`config.mk`:
```
export PLATFORM = sky130hd
export DESIGN_NAME = buddy_page_allocator_core
export DESIGN_NICKNAME = d
export VERILOG_FILES = /design/src/sv/bpa_pkg.sv /design/src/sv/buddy_page_allocator_core.sv /design/src/sv/bpa_tag_ram.sv
export SDC_FILE = /design/constraint.sdc
export NUM_CORES = 1
export LEC_CHECK = 0
export ABC_AREA = 1
export BUFFER_PORTS_ARGS = -buffer_cell sky130_fd_sc_hd__buf_2
export CELL_PAD_IN_SITES_DETAIL_PLACEMENT = 1
export CELL_PAD_IN_SITES_GLOBAL_PLACEMENT = 2
export CORE_AREA = 4 4 173 208
export CTS_CLUSTER_DIAMETER = 200
export DETAILED_ROUTE_END_ITERATION = 10
export DIE_AREA = 0 0 177 212
export PLACE_DENSITY = 0.88
export SYNTH_ARGS = -nofsm -noshare
export SYNTH_HDL_FRONTEND = slang
export SYNTH_HIERARCHICAL = 1
export SYNTH_SLANG_ARGS = --single-unit
```
`constraint.sdc`:
```
create_clock -name clock -period 3.7 [get_ports clock]
set_input_delay 0.185 -clock clock [delete_from_list [all_inputs] [get_ports clock]]
set_output_delay 0.185 -clock clock [all_outputs]
set_load 0.005 [all_outputs]
```
`src/sv/bpa_pkg.sv`:
```
// Shared types, codes and defaults of the buddy page allocator.
package bpa_pkg;

   // Defaults for the top-level parameters
   localparam int DEF_PAGE_COUNT = 8;
   localparam int DEF_PAGE_SHIFT = 12;

   // Base address after reset
   localparam logic [31:0] BASE_RESET = 32'h1000_0000;

   // Order field wide enough for the largest pool (128 pages, top order 7)
   localparam int ORDER_W = 3;

   typedef logic [1:0] kind_type;

   localparam kind_type KIND_COVERED = 2'd0;
   localparam kind_type KIND_FREE    = 2'd1;
   localparam kind_type KIND_ALLOC   = 2'd2;

   typedef struct packed {
      kind_type           kind;
      logic [ORDER_W-1:0] order;
   } tag_type;

   localparam logic CMD_ALLOC   = 1'b0;
   localparam logic CMD_RELEASE = 1'b1;

   localparam logic STATUS_OK     = 1'b0;
   localparam logic STATUS_NO_FIT = 1'b1;

endpackage

```
`src/sv/buddy_page_allocator_core.sv`:
```
// Buddy page allocator: sequencer over a page tag memory with one shared fit compare.
//
//   channel   ports                                          handshake
//   --------  ---------------------------------------------  --------------------------
//   request   req_command, req_request_bytes,                start & !busy
//             req_block_address
//   result    rsp_granted_address, rsp_status                rsp_strobe, one cycle
//   csr       csr_base_address                               csr_valid & csr_ready
//
// Allocate scans every tag (one read per cycle on read port 0, the last tag judged in
// ST_SCANEND), then writes once per split and once to mark the head. Release locates and
// frees the head in ST_RELADDR, ST_RELREAD and ST_RELFREE (ST_RELADDR alone outside the
// pool), then makes the merge pass: a read and a compare per buddy pair (PAGE_COUNT - 1
// pairs), plus a cover write per merge for the single write port. The result is registered;
// busy drops as the strobe rises. Reset is synchronous; per-page valid bits bring the tags
// up as one free top-order block, so no clearing pass runs. The receiver cannot stall.
module buddy_page_allocator_core
   import bpa_pkg::*;
#(
   parameter int PAGE_COUNT = DEF_PAGE_COUNT,
   parameter int PAGE_SHIFT = DEF_PAGE_SHIFT
) (
   input  logic        clock,
   input  logic        reset,
   input  logic        start,
   output logic        busy,
   input  logic        req_command,
   input  logic [15:0] req_request_bytes,
   input  logic [31:0] req_block_address,
   output logic        rsp_strobe,
   output logic [31:0] rsp_granted_address,
   output logic        rsp_status,
   input  logic        csr_valid,
   output logic        csr_ready,
   input  logic [31:0] csr_base_address
);

   localparam int IDX_W   = $clog2(PAGE_COUNT);
   localparam int LO_W    = IDX_W + 1;
   localparam int BYTES_W = IDX_W + PAGE_SHIFT + 1;
   localparam int CMP_W   = (BYTES_W > 17) ? BYTES_W : 17;

   localparam int ST_W = 4;
   localparam logic [ST_W-1:0] ST_IDLE    = 4'd0;
   localparam logic [ST_W-1:0] ST_SCAN    = 4'd1;
   localparam logic [ST_W-1:0] ST_SCANEND = 4'd2;
   localparam logic [ST_W-1:0] ST_SPLIT   = 4'd3;
   localparam logic [ST_W-1:0] ST_RELADDR = 4'd4;
   localparam logic [ST_W-1:0] ST_RELREAD = 4'd5;
   localparam logic [ST_W-1:0] ST_RELFREE = 4'd6;
   localparam logic [ST_W-1:0] ST_MREAD   = 4'd7;
   localparam logic [ST_W-1:0] ST_MEVAL   = 4'd8;
   localparam logic [ST_W-1:0] ST_MCOVER  = 4'd9;

   // Sequencer and request state
   logic [ST_W-1:0]    state_ff,      state_in;
   logic [15:0]        want_ff,       want_in;
   logic [31:0]        addr_ff,       addr_in;
   logic [31:0]        base_ff,       base_in;
   logic [IDX_W-1:0]   scan_idx_ff,   scan_idx_in;
   logic [IDX_W-1:0]   rd_idx_ff,     rd_idx_in;
   logic               scan_live_ff,  scan_live_in;
   logic               found_ff,      found_in;
   logic [IDX_W-1:0]   best_ff,       best_in;
   logic [ORDER_W-1:0] best_order_ff, best_order_in;
   logic [IDX_W-1:0]   lo_ff,         lo_in;
   logic [ORDER_W-1:0] lvl_ff,        lvl_in;

   // Result register
   logic               strobe_ff,     strobe_in;
   logic [31:0]        granted_ff,    granted_in;
   logic               status_ff,     status_in;

   // Tag memory ports
   logic               wr_en;
   logic [IDX_W-1:0]   wr_addr;
   tag_type            wr_tag;
   logic [IDX_W-1:0]   rd0_addr;
   logic [IDX_W-1:0]   rd1_addr;
   tag_type            rd0_tag;
   tag_type            rd1_tag;

   // Shared fit unit and helpers
   logic [ORDER_W-1:0] split_order;
   logic [ORDER_W-1:0] fit_order;
   logic [CMP_W-1:0]   fit_bytes;
   logic               fit_ok;
   logic               scan_hit;
   logic [31:0]        rel_offset;
   logic               rel_in_pool;
   logic [IDX_W-1:0]   mid_idx;
   logic [LO_W-1:0]    next_lo;
   logic               pool_end;
   logic               lvl_end;
   logic               merge_ok;

   bpa_tag_ram #(
      .PAGE_COUNT (PAGE_COUNT)
   ) u_tag_ram (
      .clock    (clock),
      .reset    (reset),
      .wr_en    (wr_en),
      .wr_addr  (wr_addr),
      .wr_tag   (wr_tag),
      .rd0_addr (rd0_addr),
      .rd1_addr (rd1_addr),
      .rd0_tag  (rd0_tag),
      .rd1_tag  (rd1_tag)
   );

   // One compare serves both the scan (tag just read) and the split (next half down):
   // does a block of fit_order pages hold the request?
   assign split_order = best_order_ff - ORDER_W'(1);
   assign fit_order   = (state_ff == ST_SPLIT) ? split_order : rd0_tag.order;
   assign fit_bytes   = (CMP_W'(1) << PAGE_SHIFT) << fit_order;
   assign fit_ok      = (fit_bytes >= CMP_W'(want_ff));

   // Best fit: smallest order wins, strict compare keeps the lowest page on ties
   assign scan_hit = scan_live_ff && (rd0_tag.kind == KIND_FREE) && fit_ok &&
                     (!found_ff || (rd0_tag.order < best_order_ff));

   // Release address to page index; anything past the pool is dropped
   assign rel_offset  = addr_ff - base_ff;
   assign rel_in_pool = (rel_offset[31:PAGE_SHIFT+IDX_W] == '0);

   // Merge walk: pair (lo, mid) at level lvl, span 2 << lvl
   assign mid_idx  = lo_ff | (IDX_W'(1) << lvl_ff);
   assign next_lo  = {1'b0, lo_ff} + (LO_W'(2) << lvl_ff);
   assign pool_end = next_lo[IDX_W];
   assign lvl_end  = (lvl_ff == ORDER_W'(IDX_W - 1));
   assign merge_ok = (rd0_tag.kind == KIND_FREE) && (rd1_tag.kind == KIND_FREE) &&
                     (rd0_tag.order == lvl_ff) && (rd1_tag.order == lvl_ff);

   always_comb begin
      state_in      = state_ff;
      want_in       = want_ff;
      addr_in       = addr_ff;
      base_in       = base_ff;
      scan_idx_in   = scan_idx_ff;
      rd_idx_in     = rd_idx_ff;
      scan_live_in  = scan_live_ff;
      found_in      = found_ff;
      best_in       = best_ff;
      best_order_in = best_order_ff;
      lo_in         = lo_ff;
      lvl_in        = lvl_ff;
      strobe_in     = 1'b0;
      granted_in    = granted_ff;
      status_in     = status_ff;
      wr_en         = 1'b0;
      wr_addr       = best_ff;
      wr_tag        = '0;
      rd0_addr      = scan_idx_ff;
      rd1_addr      = mid_idx;

      // Base address is written only while idle
      if (csr_valid && csr_ready) begin
         base_in = csr_base_address;
      end

      case (state_ff)
         ST_IDLE: begin
            if (start) begin
               want_in      = (req_request_bytes == '0) ? 16'd1 : req_request_bytes;
               addr_in      = req_block_address;
               scan_idx_in  = '0;
               scan_live_in = 1'b0;
               found_in     = 1'b0;
               state_in     = (req_command == CMD_ALLOC) ? ST_SCAN : ST_RELADDR;
            end
         end

         ST_SCAN: begin
            // Issue the next tag read while judging the one that just came back
            rd0_addr     = scan_idx_ff;
            rd_idx_in    = scan_idx_ff;
            scan_live_in = 1'b1;
            if (scan_hit) begin
               found_in      = 1'b1;
               best_in       = rd_idx_ff;
               best_order_in = rd0_tag.order;
            end
            if (scan_idx_ff == IDX_W'(PAGE_COUNT - 1)) begin
               state_in = ST_SCANEND;
            end else begin
               scan_idx_in = scan_idx_ff + IDX_W'(1);
            end
         end

         ST_SCANEND: begin
            if (scan_hit) begin
               found_in      = 1'b1;
               best_in       = rd_idx_ff;
               best_order_in = rd0_tag.order;
            end
            if (found_ff || scan_hit) begin
               state_in = ST_SPLIT;
            end else begin
               // No fit: tags untouched
               granted_in = '0;
               status_in  = STATUS_NO_FIT;
               strobe_in  = 1'b1;
               state_in   = ST_IDLE;
            end
         end

         ST_SPLIT: begin
            if ((best_order_ff != '0) && fit_ok) begin
               // Halve: the upper buddy becomes a free head
               wr_en         = 1'b1;
               wr_addr       = best_ff ^ (IDX_W'(1) << split_order);
               wr_tag.kind   = KIND_FREE;
               wr_tag.order  = split_order;
               best_order_in = split_order;
            end else begin
               wr_en        = 1'b1;
               wr_addr      = best_ff;
               wr_tag.kind  = KIND_ALLOC;
               wr_tag.order = best_order_ff;
               granted_in   = base_ff + (32'(best_ff) << PAGE_SHIFT);
               status_in    = STATUS_OK;
               strobe_in    = 1'b1;
               state_in     = ST_IDLE;
            end
         end

         ST_RELADDR: begin
            best_in = rel_offset[PAGE_SHIFT +: IDX_W];
            lo_in   = '0;
            lvl_in  = '0;
            state_in = rel_in_pool ? ST_RELREAD : ST_MREAD;
         end

         ST_RELREAD: begin
            rd0_addr = best_ff;
            state_in = ST_RELFREE;
         end

         ST_RELFREE: begin
            // Only an allocated head is freed; order stays
            if (rd0_tag.kind == KIND_ALLOC) begin
               wr_en        = 1'b1;
               wr_addr      = best_ff;
               wr_tag.kind  = KIND_FREE;
               wr_tag.order = rd0_tag.order;
            end
            lo_in    = '0;
            lvl_in   = '0;
            state_in = ST_MREAD;
         end

         ST_MREAD: begin
            rd0_addr = lo_ff;
            rd1_addr = mid_idx;
            state_in = ST_MEVAL;
         end

         ST_MEVAL, ST_MCOVER: begin
            if ((state_ff == ST_MEVAL) && merge_ok) begin
               // Grow the lower buddy; drop the upper head next cycle
               wr_en        = 1'b1;
               wr_addr      = lo_ff;
               wr_tag.kind  = KIND_FREE;
               wr_tag.order = lvl_ff + ORDER_W'(1);
               state_in     = ST_MCOVER;
            end else begin
               if (state_ff == ST_MCOVER) begin
                  wr_en        = 1'b1;
                  wr_addr      = mid_idx;
                  wr_tag.kind  = KIND_COVERED;
                  wr_tag.order = '0;
               end
               // Advance to the next pair, the next level, or finish
               if (pool_end && lvl_end) begin
                  granted_in = '0;
                  status_in  = STATUS_OK;
                  strobe_in  = 1'b1;
                  state_in   = ST_IDLE;
               end else if (pool_end) begin
                  lo_in    = '0;
                  lvl_in   = lvl_ff + ORDER_W'(1);
                  state_in = ST_MREAD;
               end else begin
                  lo_in    = next_lo[IDX_W-1:0];
                  state_in = ST_MREAD;
               end
            end
         end

         default: begin
            state_in = ST_IDLE;
         end
      endcase
   end

   always_ff @(posedge clock) begin
      if (reset) begin
         state_ff     <= ST_IDLE;
         base_ff      <= BASE_RESET;
         strobe_ff    <= 1'b0;
         scan_live_ff <= 1'b0;
         found_ff     <= 1'b0;
      end else begin
         state_ff     <= state_in;
         base_ff      <= base_in;
         strobe_ff    <= strobe_in;
         scan_live_ff <= scan_live_in;
         found_ff     <= found_in;
      end
   end

   always_ff @(posedge clock) begin
      want_ff       <= want_in;
      addr_ff       <= addr_in;
      scan_idx_ff   <= scan_idx_in;
      rd_idx_ff     <= rd_idx_in;
      best_ff       <= best_in;
      best_order_ff <= best_order_in;
      lo_ff         <= lo_in;
      lvl_ff        <= lvl_in;
      granted_ff    <= granted_in;
      status_ff     <= status_in;
   end

   assign busy                = (state_ff != ST_IDLE);
   assign csr_ready           = !busy;
   assign rsp_strobe          = strobe_ff;
   assign rsp_granted_address = granted_ff;
   assign rsp_status          = status_ff;

endmodule

```
`src/sv/bpa_tag_ram.sv`:
```
// Page tag memory: one write port, two registered read ports, reset image from valid bits.
module bpa_tag_ram
   import bpa_pkg::*;
#(
   parameter int PAGE_COUNT = DEF_PAGE_COUNT
) (
   input  logic                          clock,
   input  logic                          reset,
   input  logic                          wr_en,
   input  logic [$clog2(PAGE_COUNT)-1:0] wr_addr,
   input  tag_type                       wr_tag,
   input  logic [$clog2(PAGE_COUNT)-1:0] rd0_addr,
   input  logic [$clog2(PAGE_COUNT)-1:0] rd1_addr,
   output tag_type                       rd0_tag,
   output tag_type                       rd1_tag
);

   localparam int IDX_W = $clog2(PAGE_COUNT);

   tag_type                 tag_mem_ff [PAGE_COUNT];
   logic [PAGE_COUNT-1:0]   valid_ff;
   tag_type                 rd0_data_ff;
   tag_type                 rd1_data_ff;
   logic                    rd0_valid_ff;
   logic                    rd1_valid_ff;
   logic                    rd0_zero_ff;
   logic                    rd1_zero_ff;
   tag_type                 head_tag;
   tag_type                 covered_tag;

   always_ff @(posedge clock) begin
      if (reset) begin
         valid_ff <= '0;
      end else if (wr_en) begin
         valid_ff[wr_addr] <= 1'b1;
      end
   end

   always_ff @(posedge clock) begin
      if (wr_en) begin
         tag_mem_ff[wr_addr] <= wr_tag;
      end
      rd0_data_ff  <= tag_mem_ff[rd0_addr];
      rd1_data_ff  <= tag_mem_ff[rd1_addr];
      rd0_valid_ff <= valid_ff[rd0_addr];
      rd1_valid_ff <= valid_ff[rd1_addr];
      rd0_zero_ff  <= (rd0_addr == '0);
      rd1_zero_ff  <= (rd1_addr == '0);
   end

   // Unwritten entries read as the reset image: page 0 a free head of top order
   assign head_tag.kind     = KIND_FREE;
   assign head_tag.order    = ORDER_W'(IDX_W);
   assign covered_tag.kind  = KIND_COVERED;
   assign covered_tag.order = '0;

   assign rd0_tag = rd0_valid_ff ? rd0_data_ff : (rd0_zero_ff ? head_tag : covered_tag);
   assign rd1_tag = rd1_valid_ff ? rd1_data_ff : (rd1_zero_ff ? head_tag : covered_tag);

endmodule

```
==> qor.yml <==
rows: 74
power.internal_uw: 5480
portBuffers: 120
grt_usage_pct: 20.8
avgRoutedWirePerCell_um: 17.5
pwr-share-clk_pct: 19.1
root_buffer: "clkbuf_16"
ys_warn_count: 6
tightest_slew_ps: 812
critPathRequiredTime_ps: 3870
arrival_ps: 3690
p_leak_uw: 0.00672
vias: 10600
regToRegSetupSlack_ps: 190
antenna_found_initial: 1
die_width_um: 177
power.total_uw: 10000
min_delay_worst_endpoint: "base_ff[28]$_SDFFE_PP1P_"
regToRegEndpoint: "u_tag_ram/tag_mem_ff[2][4]$_DFFE_PP_"
htreeDepth: 4
avgViaCountPerCell: 4.81
dieArea_um2: 37500
async_flop_share_pct: 0
path_clk_slew_ps: 80
synthFlopType: "edfxtp_1"
period_share_pct: 95.0
synth-edff-count: 138
cts_max_path_buffers: 2
drc: 0
cts_made_buffers: 17
hp-class: "in -> reg"
fmax_mhz: 285
hold_viol: 0
grt_pass1_wl_um: 60300
grt_max_degree: 64
reg2regPathDepth: 24
synthDistinctLibCells: 52
min_period_ps: 3510
synth_seq_area_share_pct: 45.8
globalplace.congestion: 0.875
relSlewSlack_pct: 45.8
synth_area_um2: 11700
cpMostUsedCell: "nand2_1"
power_switching_uw: 4570
drt_iter0_markers: 507
drive_above_1_share_pct: 12.4
sw_frac_of_total_pct: 45.5
setup_viol: 0
area_growth_pct: 18.9
peakVddDrop_v: 0.000289
skew_ps: 20.7
num-nets-final: 1869
status: "completed"
initial_core_util_pct: 34.5
synth_seq_cells: 199
synthCells: 1572
place_hpwl_um: 29900
first_pass_iters: 5
min_path_cells: 3
critPathCaptureType: "flop"
drtAntennaViolNets: 0
die_h_um: 212
max_cap_viol_count: 0
slowest_stage: "edfxtp_1"
cts.sinks: 199
worst_setup_path_start_kind: "flop"
max_stage_delay_ps: 360
holdCritStartpoint: "csr_valid"
hold_slack_ps: 10.4
critPathMaxFanout: 7
syn_nets: 1711
fp.coreArea_um2: 34000
seq_power_share_pct: 32.5
num_io_pins: 121
slew_viol_final: 0
crit_chain: "inv_1 > ha_2 > or2_2 > nand2_2 > nand2_1 > o21ai_4 > nor3_1 > ha_1 > inv_1 > nor2_1 > nand2_1 > nor2_1 > o21bai_1 > nand2_1 > nand2_1 > nand2_2 > nand2_4 > inv_2 > nand4_1 > nand3_1 > nand4_1 > nor2_2 > nand2_1 > inv_2"
cts_tree: "done"
syn_avg_cell_area_um2: 7.46
grt_overflow: 0
power_density_nw_per_um2: 721
wirelength_um: 38500
critPathKind: "reg -> reg"
grt_pass1_vias: 11400
p_comb_share_pct: 48.4
insertion_delay_ps: 460
reg2reg_from: "best_order_ff[1]$_DFFE_PP_"
==> cells by family after synthesis <==
kind of cell,after synthesis,share of synthesized area (%)
buffers and inverters,356,12.0
DFF,199,45.8
AOI/OAI and AO/OA,162,7.71
and+or+nand+nor,796,28.2
xor gates and xnor gates,5,0.374
adders and majority gates,54,5.89
==> synthesized netlist by cell type, types with 3 or more instances <==
library cell,instances,area (µm²)
a21oi_1,82,410
and2_1,7,43.8
and3_1,3,18.8
buf_2,5,25.0
buf_4,4,30.0
buf_6,6,67.6
clkbuf_1,30,113
dfxtp_1,61,1220
edfxtp_1,138,4140
ha_1,52,651
inv_1,301,1130
inv_2,6,22.5
nand2_1,501,1880
nand2_2,4,25.0
nand3_1,93,465
nand4_1,14,87.6
nor2_1,123,462
nor3_1,30,150
nor4_1,7,43.8
o2111ai_1,3,26.3
o211ai_1,4,30.0
o21ai_0,52,260
o21bai_1,3,22.5
or2_2,3,18.8
xnor2_1,3,26.3
==> state kept, by name, indices dropped and copies added (netlist names), 4 cells and up <==
name / flops
addr_ff: 32
base_ff: 32
rsp_granted_address: 32
state_ff: 4
u_tag_ram/rd0_data_ff: 5
u_tag_ram/rd1_data_ff: 5
u_tag_ram/tag_mem_ff: 40
u_tag_ram/valid_ff: 8
want_ff: 16
==> metrics by stage <==
step,util (%),TNS [ps],cell area [µm²],cells,setup slack [ps]
after floorplan,-,0,11700,1572,201
after global placement,37.6,0,12800,2117,16.6
after detailed placement,37.6,-1700,12800,2117,-136
after CTS,40.8,-228,13900,2198,-26.5
after global routing,41.0,-549,13900,2200,-30.8
final,41.0,0,13900,2201,186
==> area by class of cell <==
cell class,instances,area (µm²)
Antenna cell,2,5.00
Clock buffer,20,479
Clock inverter,12,120
Fill cell,4274,20000
Inverter,310,1170
Multi-Input combinational cell,1017,5000
Sequential cell,199,5370
Tap cell,456,571
Timing Repair Buffer,185,1220
==> critical path: cells and delay by family (launching register included) <==
family / cells / cell delay (ps)
fa+ha+maj: 2 / 470
buf+inv: 4 / 360
flops: 1 / 360
simple gates: 16 / 1840
compound gates: 2 / 170
==> worst max-delay path by stage <==
stage	start	endpoint	slack, ps	cells after the start
after floorplan	state_ff[1]$_SDFFE_PP0P_	found_ff$_SDFFE_PP0P_	200	8
after global placement	best_order_ff[1]$_DFFE_PP_	u_tag_ram/tag_mem_ff[2][1]$_DFFE_PP_	20	24
after detailed placement	best_order_ff[1]$_DFFE_PP_	u_tag_ram/tag_mem_ff[2][2]$_DFFE_PP_	-140	24
after CTS	best_order_ff[1]$_DFFE_PP_	u_tag_ram/tag_mem_ff[3][4]$_DFFE_PP_	-30	24
after global routing	best_order_ff[1]$_DFFE_PP_	u_tag_ram/tag_mem_ff[2][4]$_DFFE_PP_	-30	24
final	best_order_ff[1]$_DFFE_PP_	u_tag_ram/tag_mem_ff[2][4]$_DFFE_PP_	190	24
==> power groups by stage <==
| stage | logic (µW) | registers [µW] | clock network (µW) |
|---|---|---|---|
| floorplan | 3330 | 3240 | 0 |
| global placement | 4730 | 3300 | 0 |
| detailed placement | 4830 | 3320 | 0 |
| CTS | 4900 | 3270 | 1950 |
| global route | 5550 | 3320 | 2050 |
| finish | 4860 | 3270 | 1910 |
==> cells in the final DEF, fill, tap and decap left out, types with 5 or more instances in the layout <==
cell type | synthesis | final
buf_4 | 4 | 15
nor2_2 | 2 | 5
edfxtp_1 | 138 | 138
nand4_1 | 14 | 14
nor3_1 | 30 | 30
buf_2 | 5 | 120
inv_2 | 6 | 12
nor2_1 | 123 | 119
dlygate4sd3_1 | 0 | 49
nor4_1 | 7 | 7
o21ai_0 | 52 | 48
nand2_2 | 4 | 9
inv_1 | 301 | 293
clkbuf_16 | 0 | 19
nand3_1 | 93 | 93
a21oi_1 | 82 | 81
dfxtp_1 | 61 | 61
ha_1 | 52 | 51
nand2_1 | 501 | 496
and2_1 | 7 | 7
inv_4 | 2 | 7
==> metal layers <==
layer	track usage, %	wire length (µm)	vias to the layer above
met5	0	0	-
met4	7.71	1280	0
met3	3.31	855	54
met2	40.9	21500	156
met1	22.2	14900	5097
li1	-	-	5283
==> what timing repair did <==
| item | 4_1_cts | 5_1_grt |
|---|---|---|
| endpoints found under the setup margin | 30 | 69 |
| hold buffers | 49 | 0 |
| endpoints found under the hold margin | 49 | 0 |
| pin swaps | 0 | 5 |
| resized for setup | 3 | 22 |
| buffers inserted | 0 | 1 |
No activity file was read; power rests on OpenSTA's default activity.
